===== src/rtl/core/pixel_replicating_upscaler_defines.svh =====
// Assertion macros used by the upscaler sequencer.
// Depends on nothing; included by files that carry concurrent assertions.
`ifndef PIXEL_REPLICATING_UPSCALER_DEFINES_SVH
`define PIXEL_REPLICATING_UPSCALER_DEFINES_SVH

// Same-cycle implication, disabled while reset is asserted.
`define PRU_ASSERT_SAME(lbl, clk, rst_n, ante, cons) \
  lbl: assert property (@(posedge clk) disable iff (!rst_n) (ante) |-> (cons)) \
    else $error("pru assertion failed");

// Next-cycle implication, disabled while reset is asserted.
`define PRU_ASSERT_NEXT(lbl, clk, rst_n, ante, cons) \
  lbl: assert property (@(posedge clk) disable iff (!rst_n) (ante) |=> (cons)) \
    else $error("pru assertion failed");

`endif


===== src/rtl/core/pru_pkg.sv =====
// Types and constants of the pixel replicating upscaler.
// Depends on nothing; used by the interfaces and all upscaler modules.
package pru_pkg;

  localparam int ADDR_BITS     = 26;
  localparam int PIX_PORT_BITS = 32;
  localparam int CFG_IDX_BITS  = 3;
  localparam int CFG_DATA_BITS = 11;
  localparam int MAX_RESULTS   = 64;
  localparam int RES_CNT_BITS  = $clog2(MAX_RESULTS);

  typedef enum logic [CFG_IDX_BITS-1:0] {
    REG_SRC_WIDTH,
    REG_SRC_HEIGHT,
    REG_H_FACTOR,
    REG_V_FACTOR,
    REG_H_GAP,
    REG_V_GAP
  } cfg_reg_e;

  typedef enum logic [2:0] {
    ST_IDLE,
    ST_BASE_MUL,
    ST_BASE,
    ST_EMIT,
    ST_SINGLE,
    ST_UPDATE
  } seq_state_e;

  typedef struct packed {
    logic [CFG_IDX_BITS-1:0]  index;
    logic [CFG_DATA_BITS-1:0] data;
  } cfg_wr_t;

  typedef struct packed {
    logic [10:0] src_width;
    logic [10:0] src_height;
    logic [3:0]  h_factor;
    logic [3:0]  v_factor;
    logic [2:0]  h_gap;
    logic [2:0]  v_gap;
  } cfg_raw_t;

  typedef struct packed {
    logic [PIX_PORT_BITS-1:0] src_pixel;
  } in_item_t;

  typedef struct packed {
    logic [ADDR_BITS-1:0]     dest_address;
    logic [PIX_PORT_BITS-1:0] pixel_out;
    logic                     write_enable;
    logic                     factor_error;
    logic                     last_write;
  } out_item_t;

endpackage


===== src/rtl/core/pru_if.sv =====
// Valid/ready channel interfaces of the upscaler: source pixels, results, config.
// Depends on pru_pkg for the payload types.
interface pru_in_if;
  logic              valid;
  logic              ready;
  pru_pkg::in_item_t payload;
  modport source (output valid, output payload, input ready);
  modport sink (input valid, input payload, output ready);
endinterface

interface pru_out_if;
  logic               valid;
  logic               ready;
  pru_pkg::out_item_t payload;
  modport source (output valid, output payload, input ready);
  modport sink (input valid, input payload, output ready);
endinterface

interface pru_cfg_if;
  logic             valid;
  logic             ready;
  pru_pkg::cfg_wr_t payload;
  modport source (output valid, output payload, input ready);
  modport sink (input valid, input payload, output ready);
endinterface


===== src/rtl/core/pru_cfg_regs.sv =====
// Configuration register file of the upscaler, written over the config channel.
// Depends on pru_pkg and pru_if.
module pru_cfg_regs (
  input  logic              clk_i,
  input  logic              rst_ni,
  pru_cfg_if.sink           cfg_i,
  output pru_pkg::cfg_raw_t cfg_o
);
  import pru_pkg::*;

  cfg_raw_t cfg_q;
  logic     wr_en;

  assign cfg_i.ready = 1'b1;
  assign wr_en       = cfg_i.valid;
  assign cfg_o       = cfg_q;

  // Indexes past the register list are accepted and dropped.
  always_ff @(posedge clk_i or negedge rst_ni) begin
    if (!rst_ni) begin
      cfg_q.src_width  <= 11'd320;
      cfg_q.src_height <= 11'd200;
      cfg_q.h_factor   <= 4'd2;
      cfg_q.v_factor   <= 4'd2;
      cfg_q.h_gap      <= 3'd0;
      cfg_q.v_gap      <= 3'd0;
    end else if (wr_en) begin
      case (cfg_reg_e'(cfg_i.payload.index))
        REG_SRC_WIDTH:  cfg_q.src_width  <= cfg_i.payload.data[10:0];
        REG_SRC_HEIGHT: cfg_q.src_height <= cfg_i.payload.data[10:0];
        REG_H_FACTOR:   cfg_q.h_factor   <= cfg_i.payload.data[3:0];
        REG_V_FACTOR:   cfg_q.v_factor   <= cfg_i.payload.data[3:0];
        REG_H_GAP:      cfg_q.h_gap      <= cfg_i.payload.data[2:0];
        REG_V_GAP:      cfg_q.v_gap      <= cfg_i.payload.data[2:0];
        default: ;
      endcase
    end
  end

endmodule


===== src/rtl/core/pru_arith.sv =====
// Shared arithmetic unit: registered address-by-factor multiply, address adder.
// Depends on pru_pkg for the address width.
module pru_arith #(
  parameter int FACT_BITS = 4
) (
  input  logic                          clk_i,
  input  logic                          mul_en_i,
  input  logic [pru_pkg::ADDR_BITS-1:0] mul_a_i,
  input  logic [FACT_BITS-1:0]          mul_b_i,
  input  logic [pru_pkg::ADDR_BITS-1:0] add_a_i,
  input  logic [pru_pkg::ADDR_BITS-1:0] add_b_i,
  output logic [pru_pkg::ADDR_BITS-1:0] prod_o,
  output logic [pru_pkg::ADDR_BITS-1:0] sum_o
);
  import pru_pkg::*;

  logic [ADDR_BITS+FACT_BITS-1:0] prod_full;
  logic [ADDR_BITS-1:0]           prod_q;

  assign prod_full = mul_a_i * mul_b_i;

  // Addresses wrap modulo the framebuffer size.
  always_ff @(posedge clk_i) begin
    if (mul_en_i) begin
      prod_q <= prod_full[ADDR_BITS-1:0];
    end
  end

  assign prod_o = prod_q;
  assign sum_o  = add_a_i + add_b_i;

endmodule


===== src/rtl/core/pru_seq.sv =====
// Sequencer of the upscaler: source counters, block walk, result register.
// Depends on pru_pkg, pru_if and the assertion macro header.
`include "pixel_replicating_upscaler_defines.svh"

module pru_seq #(
  parameter int MAX_SRC_WIDTH  = 1024,
  parameter int MAX_SRC_HEIGHT = 1024,
  parameter int MAX_FACTOR     = 8,
  parameter int PIXEL_BITS     = 32,
  parameter int FACT_BITS      = 4
) (
  input  logic                          clk_i,
  input  logic                          rst_ni,
  input  pru_pkg::cfg_raw_t             cfg_raw_i,
  pru_in_if.sink                        src_i,
  pru_out_if.source                     res_o,
  output logic                          mul_en_o,
  output logic [pru_pkg::ADDR_BITS-1:0] mul_a_o,
  output logic [FACT_BITS-1:0]          mul_b_o,
  output logic [pru_pkg::ADDR_BITS-1:0] add_a_o,
  output logic [pru_pkg::ADDR_BITS-1:0] add_b_o,
  input  logic [pru_pkg::ADDR_BITS-1:0] prod_i,
  input  logic [pru_pkg::ADDR_BITS-1:0] sum_i
);
  import pru_pkg::*;

  localparam int W_BITS = $clog2(MAX_SRC_WIDTH + 1);
  localparam int H_BITS = $clog2(MAX_SRC_HEIGHT + 1);
  localparam int C_BITS = $clog2(MAX_SRC_WIDTH);
  localparam int R_BITS = $clog2(MAX_SRC_HEIGHT);

  seq_state_e state_q, state_d;

  logic [W_BITS-1:0]       w_eff;
  logic [H_BITS-1:0]       h_eff;
  logic [FACT_BITS-1:0]    hf, vf, kn, ln;
  logic                    err, gap;

  logic [C_BITS-1:0]       col_q;
  logic [R_BITS-1:0]       row_q;
  logic [ADDR_BITS-1:0]    row_base_q;
  logic [PIXEL_BITS-1:0]   pix_q;
  logic [ADDR_BITS-1:0]    pitch_q, cur_q, kaddr_q;
  logic [FACT_BITS-1:0]    k_q, l_q;
  logic [RES_CNT_BITS-1:0] n_q;
  logic                    k_last, l_last, item_last;

  logic                    out_valid_q, out_free, out_load;
  out_item_t               out_q, out_d;
  logic                    src_ready;

  // Effective sizes and factors: zero acts as one, oversize saturates.
  assign w_eff = (cfg_raw_i.src_width == '0) ? W_BITS'(1) :
                 (32'(cfg_raw_i.src_width) > 32'(MAX_SRC_WIDTH)) ? W_BITS'(MAX_SRC_WIDTH) :
                 W_BITS'(cfg_raw_i.src_width);
  assign h_eff = (cfg_raw_i.src_height == '0) ? H_BITS'(1) :
                 (32'(cfg_raw_i.src_height) > 32'(MAX_SRC_HEIGHT)) ? H_BITS'(MAX_SRC_HEIGHT) :
                 H_BITS'(cfg_raw_i.src_height);
  assign hf = (cfg_raw_i.h_factor == '0) ? FACT_BITS'(1) :
              (32'(cfg_raw_i.h_factor) > 32'(MAX_FACTOR)) ? FACT_BITS'(MAX_FACTOR) :
              FACT_BITS'(cfg_raw_i.h_factor);
  assign vf = (cfg_raw_i.v_factor == '0) ? FACT_BITS'(1) :
              (32'(cfg_raw_i.v_factor) > 32'(MAX_FACTOR)) ? FACT_BITS'(MAX_FACTOR) :
              FACT_BITS'(cfg_raw_i.v_factor);

  assign err = (hf == FACT_BITS'(1)) && (vf == FACT_BITS'(1));
  assign gap = (32'(cfg_raw_i.h_gap) >= 32'(hf)) || (32'(cfg_raw_i.v_gap) >= 32'(vf));
  assign kn  = FACT_BITS'(32'(hf) - 32'(cfg_raw_i.h_gap));
  assign ln  = FACT_BITS'(32'(vf) - 32'(cfg_raw_i.v_gap));

  assign k_last    = (k_q == FACT_BITS'(32'(kn) - 1));
  assign l_last    = (l_q == FACT_BITS'(32'(ln) - 1));
  assign item_last = (n_q == RES_CNT_BITS'(MAX_RESULTS - 1)) || (k_last && l_last);

  assign out_free = !out_valid_q || res_o.ready;

  // Next state.
  always_comb begin
    state_d = state_q;
    case (state_q)
      ST_IDLE:     if (src_i.valid) state_d = ST_BASE_MUL;
      ST_BASE_MUL: state_d = ST_BASE;
      ST_BASE:     state_d = (err || gap) ? ST_SINGLE : ST_EMIT;
      ST_EMIT:     if (out_free && item_last) state_d = ST_UPDATE;
      ST_SINGLE:   if (out_free) state_d = ST_UPDATE;
      ST_UPDATE:   state_d = ST_IDLE;
      default:     state_d = ST_IDLE;
    endcase
  end

  // Unit operand selection and result formation.
  always_comb begin
    src_ready = 1'b0;
    mul_en_o  = 1'b0;
    mul_a_o   = '0;
    mul_b_o   = '0;
    add_a_o   = cur_q;
    add_b_o   = pitch_q;
    out_load  = 1'b0;
    out_d     = '0;
    case (state_q)
      ST_IDLE: begin
        src_ready = 1'b1;
        mul_en_o  = 1'b1;
        mul_a_o   = ADDR_BITS'(w_eff);
        mul_b_o   = hf;
      end
      ST_BASE_MUL: begin
        mul_en_o = 1'b1;
        mul_a_o  = ADDR_BITS'(col_q);
        mul_b_o  = hf;
      end
      ST_BASE: begin
        add_a_o  = row_base_q;
        add_b_o  = prod_i;
        mul_en_o = 1'b1;
        mul_a_o  = pitch_q;
        mul_b_o  = vf;
      end
      ST_EMIT: begin
        out_load           = out_free;
        out_d.dest_address = cur_q;
        out_d.pixel_out    = PIX_PORT_BITS'(pix_q);
        out_d.write_enable = 1'b1;
        out_d.last_write   = item_last;
        if (l_last) begin
          add_a_o = kaddr_q;
          add_b_o = ADDR_BITS'(1);
        end
      end
      ST_SINGLE: begin
        out_load           = out_free;
        out_d.factor_error = err;
        out_d.last_write   = 1'b1;
      end
      ST_UPDATE: begin
        add_a_o = row_base_q;
        add_b_o = prod_i;
      end
      default: ;
    endcase
  end

  always_ff @(posedge clk_i or negedge rst_ni) begin
    if (!rst_ni) begin
      state_q <= ST_IDLE;
    end else begin
      state_q <= state_d;
    end
  end

  // Advance the source position once per pixel; wrap at the configured size.
  always_ff @(posedge clk_i or negedge rst_ni) begin
    if (!rst_ni) begin
      col_q      <= '0;
      row_q      <= '0;
      row_base_q <= '0;
    end else if (state_q == ST_UPDATE) begin
      if (32'(col_q) + 1 >= 32'(w_eff)) begin
        col_q <= '0;
        if (32'(row_q) + 1 >= 32'(h_eff)) begin
          row_q      <= '0;
          row_base_q <= '0;
        end else begin
          row_q      <= R_BITS'(32'(row_q) + 1);
          row_base_q <= sum_i;
        end
      end else begin
        col_q <= C_BITS'(32'(col_q) + 1);
      end
    end
  end

  // Block walk: column offset outer, row offset inner.
  always_ff @(posedge clk_i) begin
    if (src_i.valid && src_ready) begin
      pix_q <= src_i.payload.src_pixel[PIXEL_BITS-1:0];
    end
    case (state_q)
      ST_BASE_MUL: pitch_q <= prod_i;
      ST_BASE: begin
        cur_q   <= sum_i;
        kaddr_q <= sum_i;
        k_q     <= '0;
        l_q     <= '0;
        n_q     <= '0;
      end
      ST_EMIT: begin
        if (out_free && !item_last) begin
          cur_q <= sum_i;
          n_q   <= n_q + 1'b1;
          if (l_last) begin
            kaddr_q <= sum_i;
            l_q     <= '0;
            k_q     <= k_q + 1'b1;
          end else begin
            l_q <= l_q + 1'b1;
          end
        end
      end
      default: ;
    endcase
  end

  // Result register: hold while stalled, drop once taken.
  always_ff @(posedge clk_i or negedge rst_ni) begin
    if (!rst_ni) begin
      out_valid_q <= 1'b0;
    end else if (out_load) begin
      out_valid_q <= 1'b1;
    end else if (res_o.ready) begin
      out_valid_q <= 1'b0;
    end
  end

  always_ff @(posedge clk_i) begin
    if (out_load) begin
      out_q <= out_d;
    end
  end

  assign src_i.ready   = src_ready;
  assign res_o.valid   = out_valid_q;
  assign res_o.payload = out_q;

  `PRU_ASSERT_NEXT(a_accept_starts_setup, clk_i, rst_ni,
                   src_i.valid && src_ready, state_q == ST_BASE_MUL)
  `PRU_ASSERT_NEXT(a_last_ends_item, clk_i, rst_ni,
                   out_load && out_d.last_write, state_q == ST_UPDATE)
  `PRU_ASSERT_SAME(a_write_not_error, clk_i, rst_ni,
                   out_valid_q, !(out_q.write_enable && out_q.factor_error))

endmodule


===== src/rtl/core/pixel_replicating_upscaler.sv =====
// Pixel replicating upscaler: one source pixel becomes a block of framebuffer writes.
// Timing: an accepted pixel passes ST_BASE_MUL, ST_BASE, then ST_EMIT registers its
//   results, one per cycle while the result register is free, via the shared address
//   adder walking the block, or ST_SINGLE one result; a new pixel waits for ST_IDLE.
// Reset: config returns to 320x200, factor 2x2, no gaps; source position to origin.
// Depends on pru_pkg, pru_if, pru_cfg_regs, pru_arith and pru_seq.
module pixel_replicating_upscaler #(
  parameter int MAX_SRC_WIDTH  = 1024,
  parameter int MAX_SRC_HEIGHT = 1024,
  parameter int MAX_FACTOR     = 8,
  parameter int PIXEL_BITS     = 32
) (
  input  logic      clk_i,
  input  logic      rst_ni,
  pru_cfg_if.sink   cfg_i,
  pru_in_if.sink    src_i,
  pru_out_if.source res_o
);
  import pru_pkg::*;

  // Factor width covers the largest factor, including the saturation value.
  localparam int F_BITS = $clog2(MAX_FACTOR + 1);

  cfg_raw_t             cfg_raw;
  logic                 mul_en;
  logic [ADDR_BITS-1:0] mul_a;
  logic [F_BITS-1:0]    mul_b;
  logic [ADDR_BITS-1:0] add_a, add_b, prod, sum;

  // Register file: user must write only between transactions so values are stable per pixel (unchecked).
  pru_cfg_regs u_cfg (
    .clk_i  (clk_i),
    .rst_ni (rst_ni),
    .cfg_i  (cfg_i),
    .cfg_o  (cfg_raw)
  );

  // Shared unit: the multiplier forms pitch, column offset and row step in the
  // setup cycles; the adder forms the block origin, every write address and
  // the next block-row base.
  pru_arith #(
    .FACT_BITS (F_BITS)
  ) u_arith (
    .clk_i    (clk_i),
    .mul_en_i (mul_en),
    .mul_a_i  (mul_a),
    .mul_b_i  (mul_b),
    .add_a_i  (add_a),
    .add_b_i  (add_b),
    .prod_o   (prod),
    .sum_o    (sum)
  );

  // Sequencer: accept a pixel, set up the block origin, emit one result per
  // cycle into the output register when free, then advance the source position.
  pru_seq #(
    .MAX_SRC_WIDTH  (MAX_SRC_WIDTH),
    .MAX_SRC_HEIGHT (MAX_SRC_HEIGHT),
    .MAX_FACTOR     (MAX_FACTOR),
    .PIXEL_BITS     (PIXEL_BITS),
    .FACT_BITS      (F_BITS)
  ) u_seq (
    .clk_i     (clk_i),
    .rst_ni    (rst_ni),
    .cfg_raw_i (cfg_raw),
    .src_i     (src_i),
    .res_o     (res_o),
    .mul_en_o  (mul_en),
    .mul_a_o   (mul_a),
    .mul_b_o   (mul_b),
    .add_a_o   (add_a),
    .add_b_o   (add_b),
    .prod_i    (prod),
    .sum_i     (sum)
  );

endmodule


===== src/flat_wrapper.sv =====
// flat-port wrapper written by rule: the top's interface ports become plain ports
module pixel_replicating_upscaler_flat import pru_pkg::*;
#(
  parameter int MAX_SRC_WIDTH  = 1024,
  parameter int MAX_SRC_HEIGHT = 1024,
  parameter int MAX_FACTOR     = 8,
  parameter int PIXEL_BITS     = 32
)
  (clk_i, rst_ni, cfg_i_valid, cfg_i_payload, cfg_i_ready, src_i_valid, src_i_payload, src_i_ready, res_o_valid, res_o_payload, res_o_ready);
  pru_cfg_if cfg_i_i ();
  pru_in_if src_i_i ();
  pru_out_if res_o_i ();
  input  logic clk_i;
  input  logic rst_ni;
  input wire logic [$bits(cfg_i_i.valid)-1:0] cfg_i_valid;
  input wire logic [$bits(cfg_i_i.payload)-1:0] cfg_i_payload;
  output wire logic [$bits(cfg_i_i.ready)-1:0] cfg_i_ready;
  input wire logic [$bits(src_i_i.valid)-1:0] src_i_valid;
  input wire logic [$bits(src_i_i.payload)-1:0] src_i_payload;
  output wire logic [$bits(src_i_i.ready)-1:0] src_i_ready;
  output wire logic [$bits(res_o_i.valid)-1:0] res_o_valid;
  output wire logic [$bits(res_o_i.payload)-1:0] res_o_payload;
  input wire logic [$bits(res_o_i.ready)-1:0] res_o_ready;
  assign cfg_i_i.valid = cfg_i_valid;
  assign cfg_i_i.payload = cfg_i_payload;
  assign cfg_i_ready = cfg_i_i.ready;
  assign src_i_i.valid = src_i_valid;
  assign src_i_i.payload = src_i_payload;
  assign src_i_ready = src_i_i.ready;
  assign res_o_valid = res_o_i.valid;
  assign res_o_payload = res_o_i.payload;
  assign res_o_i.ready = res_o_ready;
  pixel_replicating_upscaler #(.MAX_SRC_WIDTH(MAX_SRC_WIDTH), .MAX_SRC_HEIGHT(MAX_SRC_HEIGHT), .MAX_FACTOR(MAX_FACTOR), .PIXEL_BITS(PIXEL_BITS)) u_core (.clk_i(clk_i), .rst_ni(rst_ni), .cfg_i(cfg_i_i), .src_i(src_i_i), .res_o(res_o_i));
endmodule

===== config.mk =====
export PLATFORM = sky130hd
export DESIGN_NAME = pixel_replicating_upscaler_flat
export DESIGN_NICKNAME = d
export VERILOG_FILES = /design/src/rtl/core/pru_pkg.sv /design/src/rtl/core/pru_if.sv /design/src/rtl/core/pru_cfg_regs.sv /design/src/rtl/core/pru_arith.sv /design/src/rtl/core/pru_seq.sv /design/src/rtl/core/pixel_replicating_upscaler.sv /design/src/flat_wrapper.sv
export VERILOG_INCLUDE_DIRS = /design/src /design/src/rtl/core
export SDC_FILE = /design/constraint.sdc
export NUM_CORES = 1
export LEC_CHECK = 0
export ABC_AREA = 1
export BUFFER_PORTS_ARGS = -buffer_cell sky130_fd_sc_hd__clkbuf_2
export CORE_MARGIN = 2
export CORE_UTILIZATION = 26
export CTS_BUF_LIST = sky130_fd_sc_hd__clkbuf_4 sky130_fd_sc_hd__clkbuf_8 sky130_fd_sc_hd__clkbuf_16
export CTS_CLUSTER_SIZE = 28
export DETAILED_ROUTE_END_ITERATION = 8
export GPL_ROUTABILITY_DRIVEN = 0
export SETUP_SLACK_MARGIN = 0.05
export SYNTH_ARGS = -nofsm -noshare
export SYNTH_HDL_FRONTEND = slang
export SYNTH_SLANG_ARGS = --single-unit

===== constraint.sdc =====
create_clock -name clk_i -period 7.2 [get_ports clk_i]
set_input_delay 0.36 -clock clk_i [delete_from_list [all_inputs] [get_ports clk_i]]
set_output_delay 0.36 -clock clk_i [all_outputs]
set_load 0.02 [all_outputs]

==> flow_summary.json <==
{
  "final_cell_area_um2": 20300,
  "post-route-period-util": 0.760,
  "r2r-start": "u_core.u_seq.state_q[2]",
  "worst-path-buf-inv": 4,
  "grt_pass1_wl_um": 70400,
  "regToRegSetupSlack_ns": 1.73,
  "crit_top_cell": "inv_1",
  "criticalPathCategory": "reg -> reg",
  "reg2reg_to": "u_core.u_arith.prod_o[13]",
  "synth_cell_type_count": 56,
  "cts_sinks": 297,
  "cp.arrival_ns": 5.79,
  "crit_chain": "nor3_4, inv_2, o22ai_2, inv_1, nor2_1, fa_1, inv_1, fa_1, inv_1, ha_1, a21oi_1, o21ai_0, nand2_1, nand3_1, a31oi_1, o21ai_0, xor2_1",
  "pin_count": 115,
  "finClkSkew_ns": 0.0153,
  "clk_pin_slew_ns": 0.07,
  "syn-cell-area_um2": 17400,
  "ys_seq_area_frac": 0.487,
  "area_growth_pct": 16.7,
  "core_um2": 66100,
  "slew-limit-headroom": 0.351,
  "fin_util": 0.308,
  "fill_cells": 6887,
  "rsz0062_at_grt": "no",
  "multi_input_area_um2": 7410,
  "cts_tree": "built",
  "tightestPinTransition_ns": 0.972,
  "fmax_ghz": 0.183,
  "fin_tns_setup_ns": 0,
  "cellLeakagePower_nw": 9.32,
  "synth-main-ff-cell": "edfxtp_1",
  "ff2ff_path_depth": 17,
  "setup.worst_path.start_class": "flop",
  "die_h_um": 263,
  "critPathTopFamily": "compound AO/OA/AOI/OAI gates",
  "synth_warnings": 0,
  "hpwl_um": 31800,
  "seq_area_um2": 8500,
  "wl_um": 43300,
  "status": "completed",
  "finalSetupViolations": 0,
  "fin_ws_ns": 1.73,
  "vdd_ir_drop_max_uv": 335,
  "drc_errors": 0,
  "grt_remaining_overflow": 0,
  "insertion_delay_ns": 0.57,
  "dieArea_um2": 69200,
  "dr.pass1.iters": 6,
  "initial_core_util": 0.264,
  "hold_depth": 3,
  "synthArstFlopShare": 0.290,
  "syn_inst": 1936,
  "clockBufferDepth": 3,
  "period_minus_slack_ns": 5.47,
  "slew_violations": 0,
  "synth_area_per_cell_um2": 9.01,
  "post_drt_via_cell_ratio": 4.44,
  "grt_pass1_vias": 12954,
  "hold_start": "cfg_i_payload[7]",
  "hold_viol_final": 0,
  "syn-num-nets": 2123,
  "hold_path_class": "in -> reg",
  "post_cts_buffers": 0,
  "required_ns": 7.51,
  "grt_usage": 0.124,
  "synth_edf_count": 211,
  "grt_max_degree": 70,
  "critical_path.max_stage_delay_ns": 0.72,
  "synth-seq-cells": 297,
  "drv_cap": 0,
  "slowest_stage": "o22ai_2",
  "wire_per_inst_um": 14.6,
  "path_max_fanout": 33,
  "drive_above_1_share": 0.101,
  "end_kind": "flop",
  "hold-path-endpoint": "u_core.u_cfg.cfg_o[21]",
  "placedInstanceArea_um2": 19000,
  "antenna_found_initial": 0,
  "portBuffers": 113,
  "htree_num_levels": 1,
  "rows": 94,
  "place_ws_ns": 1.80,
  "nNetsFinal": 2265,
  "antenna_cells": 0,
  "drt-initial-drc-count": 1022,
  "cts_buffers": 31,
  "power.density_nw_per_um2": 472,
  "clock-root-buffer": "clkbuf_16",
  "vias": 13176,
  "drtAntennaViolNets": 0,
  "die_width_um": 263
}
## cells in the final DEF, fill, tap and decap left out, types with 5 or more instances in the layout
master         instances
clkinv_2               6
clkbuf_2             112
a221oi_1               9
inv_1                352
nor2_1               180
nand3b_1               6
a21oi_1               90
o21bai_1               5
ha_1                  88
xor2_1                45
a22oi_1               19
clkinv_1               6
nand2_1              400
dfrtp_1               79
xnor2_1               20
o21ai_0              135
dlygate4sd3_1         33
buf_4                 11
dfstp_2                7
fa_1                  48
nand4_1               10
a21o_1                 7
o22ai_1                8
o221ai_1               7
nor4_1                10
clkbuf_16             31
inv_2                  8
edfxtp_1             211
nand3_1               67
nor3_1                21
o21ai_1                5
## routing by layer
layer | share of wire | global-route usage | vias to the layer above
met3 | 0.047 | 0.0137 | 44
met1 | 0.47 | 0.170 | 6225
met4 | 0.016 | 0.0287 | 0
li1 | - | - | 6588
met5 | 0 | 0 | -
met2 | 0.46 | 0.210 | 319
## synth_stat cells (3+ instances only)
cell	n	area, um^2
nand4_1	10	62.6
clkbuf_1	27	101
edfxtp_1	211	6340
a221oi_1	9	78.8
nand3b_1	6	45.0
a22oi_1	20	150
o21ai_1	5	25.0
fa_1	48	961
nand2_2	4	25.0
buf_2	16	80.1
o221ai_1	7	61.3
nand3_1	67	335
o22ai_1	8	50.1
xor2_1	45	394
nor3_1	21	105
nor4_1	10	62.6
xnor2_1	20	175
inv_2	8	30.0
a31oi_1	3	18.8
a21o_1	7	52.6
ha_1	88	1100
a21oi_1	90	450
dfstp_2	7	184
and3_1	4	25.0
o21ai_0	136	681
buf_4	3	22.5
dfrtp_1	79	1980
o21bai_1	5	37.5
inv_1	352	1320
nand2_1	400	1500
o211ai_1	3	22.5
nor2_1	183	687
## how the worst max path moves through the flow
stage                            start                        end  slack (ns)  cells past startpoint
2_1_floorplan  u_core.u_seq.state_q[2]  u_core.u_arith.prod_o[18]        1.89                     20
3_3_place_gp   u_core.u_seq.state_q[2]  u_core.u_arith.prod_o[18]        1.82                     17
3_5_place_dp   u_core.u_seq.state_q[2]  u_core.u_arith.prod_o[13]        1.80                     17
4_1_cts        u_core.u_seq.state_q[2]  u_core.u_arith.prod_o[13]        1.78                     17
5_1_grt        u_core.u_seq.state_q[2]  u_core.u_arith.prod_o[18]        1.43                     17
6_report       u_core.u_seq.state_q[2]  u_core.u_arith.prod_o[13]        1.73                     17
## kinds of logic after synthesis
family                     synth area share
and+or+nand+nor                       0.171
buffers and inverters                0.0898
AOI/OAI and AO/OA                     0.101
DFF                                   0.487
adders and majority gates             0.118
xor gates and xnor gates             0.0326
other                              0.000215
## worst reg2reg max path: cells and delay by family (launching register included)
kind | cells | cell delay (ns)
AO/OA/AOI/OAI | 5 | 1.66
adder cells (fa/ha/maj) | 3 | 1.07
buffers and inverters | 4 | 1.00
AND/OR/NAND/NOR | 4 | 0.88
flip-flops | 1 | 0.46
XOR/XNOR | 1 | 0.16
## what timing repair did
item	in CTS	in global routing
hold buffers	33	0
resized for setup	0	0
endpoints found under the hold margin	64	0
## cell type report
| class | count | area share |
|---|---|---|
| Clock buffer | 35 | 0.0396 |
| Tap cell | 864 | 0.0531 |
| Clock inverter | 21 | 0.0110 |
| Sequential cell | 297 | 0.418 |
| Multi-Input combinational cell | 1230 | 0.364 |
| Inverter | 362 | 0.0668 |
| Timing Repair Buffer | 156 | 0.0478 |
## flip-flops by register name, indices dropped and copies added (netlist names), 6 cells and up
signal	cells
u_core.u_seq.cur_q	26
u_core.u_seq.kaddr_q	26
u_core.u_arith.prod_o	26
u_core.u_seq.pitch_q	26
u_core.u_seq.pix_q	32
u_core.u_cfg.cfg_o	36
u_core.u_seq.row_base_q	26
u_core.u_seq.res_o.payload	61
u_core.u_seq.col_q	10
u_core.u_seq.n_q	6
u_core.u_seq.row_q	10
## stage by stage
step	hold WS (ns)	instances	power, mW
global route	0.0365	2965	10.4
finish	0.0396	2965	9.60
CTS	0.0220	2965	9.64
global placement	0.384	2876	7.93
detailed placement	0.381	2876	7.97
floorplan	0.0644	1936	6.58
## power by group
part | leakage [nW] | internal (mW) | total [mW] | switching [mW]
Clock | 0.508 | 0.949 | 1.63 | 0.685
Sequential | 3.13 | 2.92 | 3.18 | 0.259
Combinational | 5.68 | 1.43 | 4.78 | 3.35
Total | 9.32 | 5.30 | 9.60 | 4.30
Note: power is estimated with default switching activity, not from simulation.
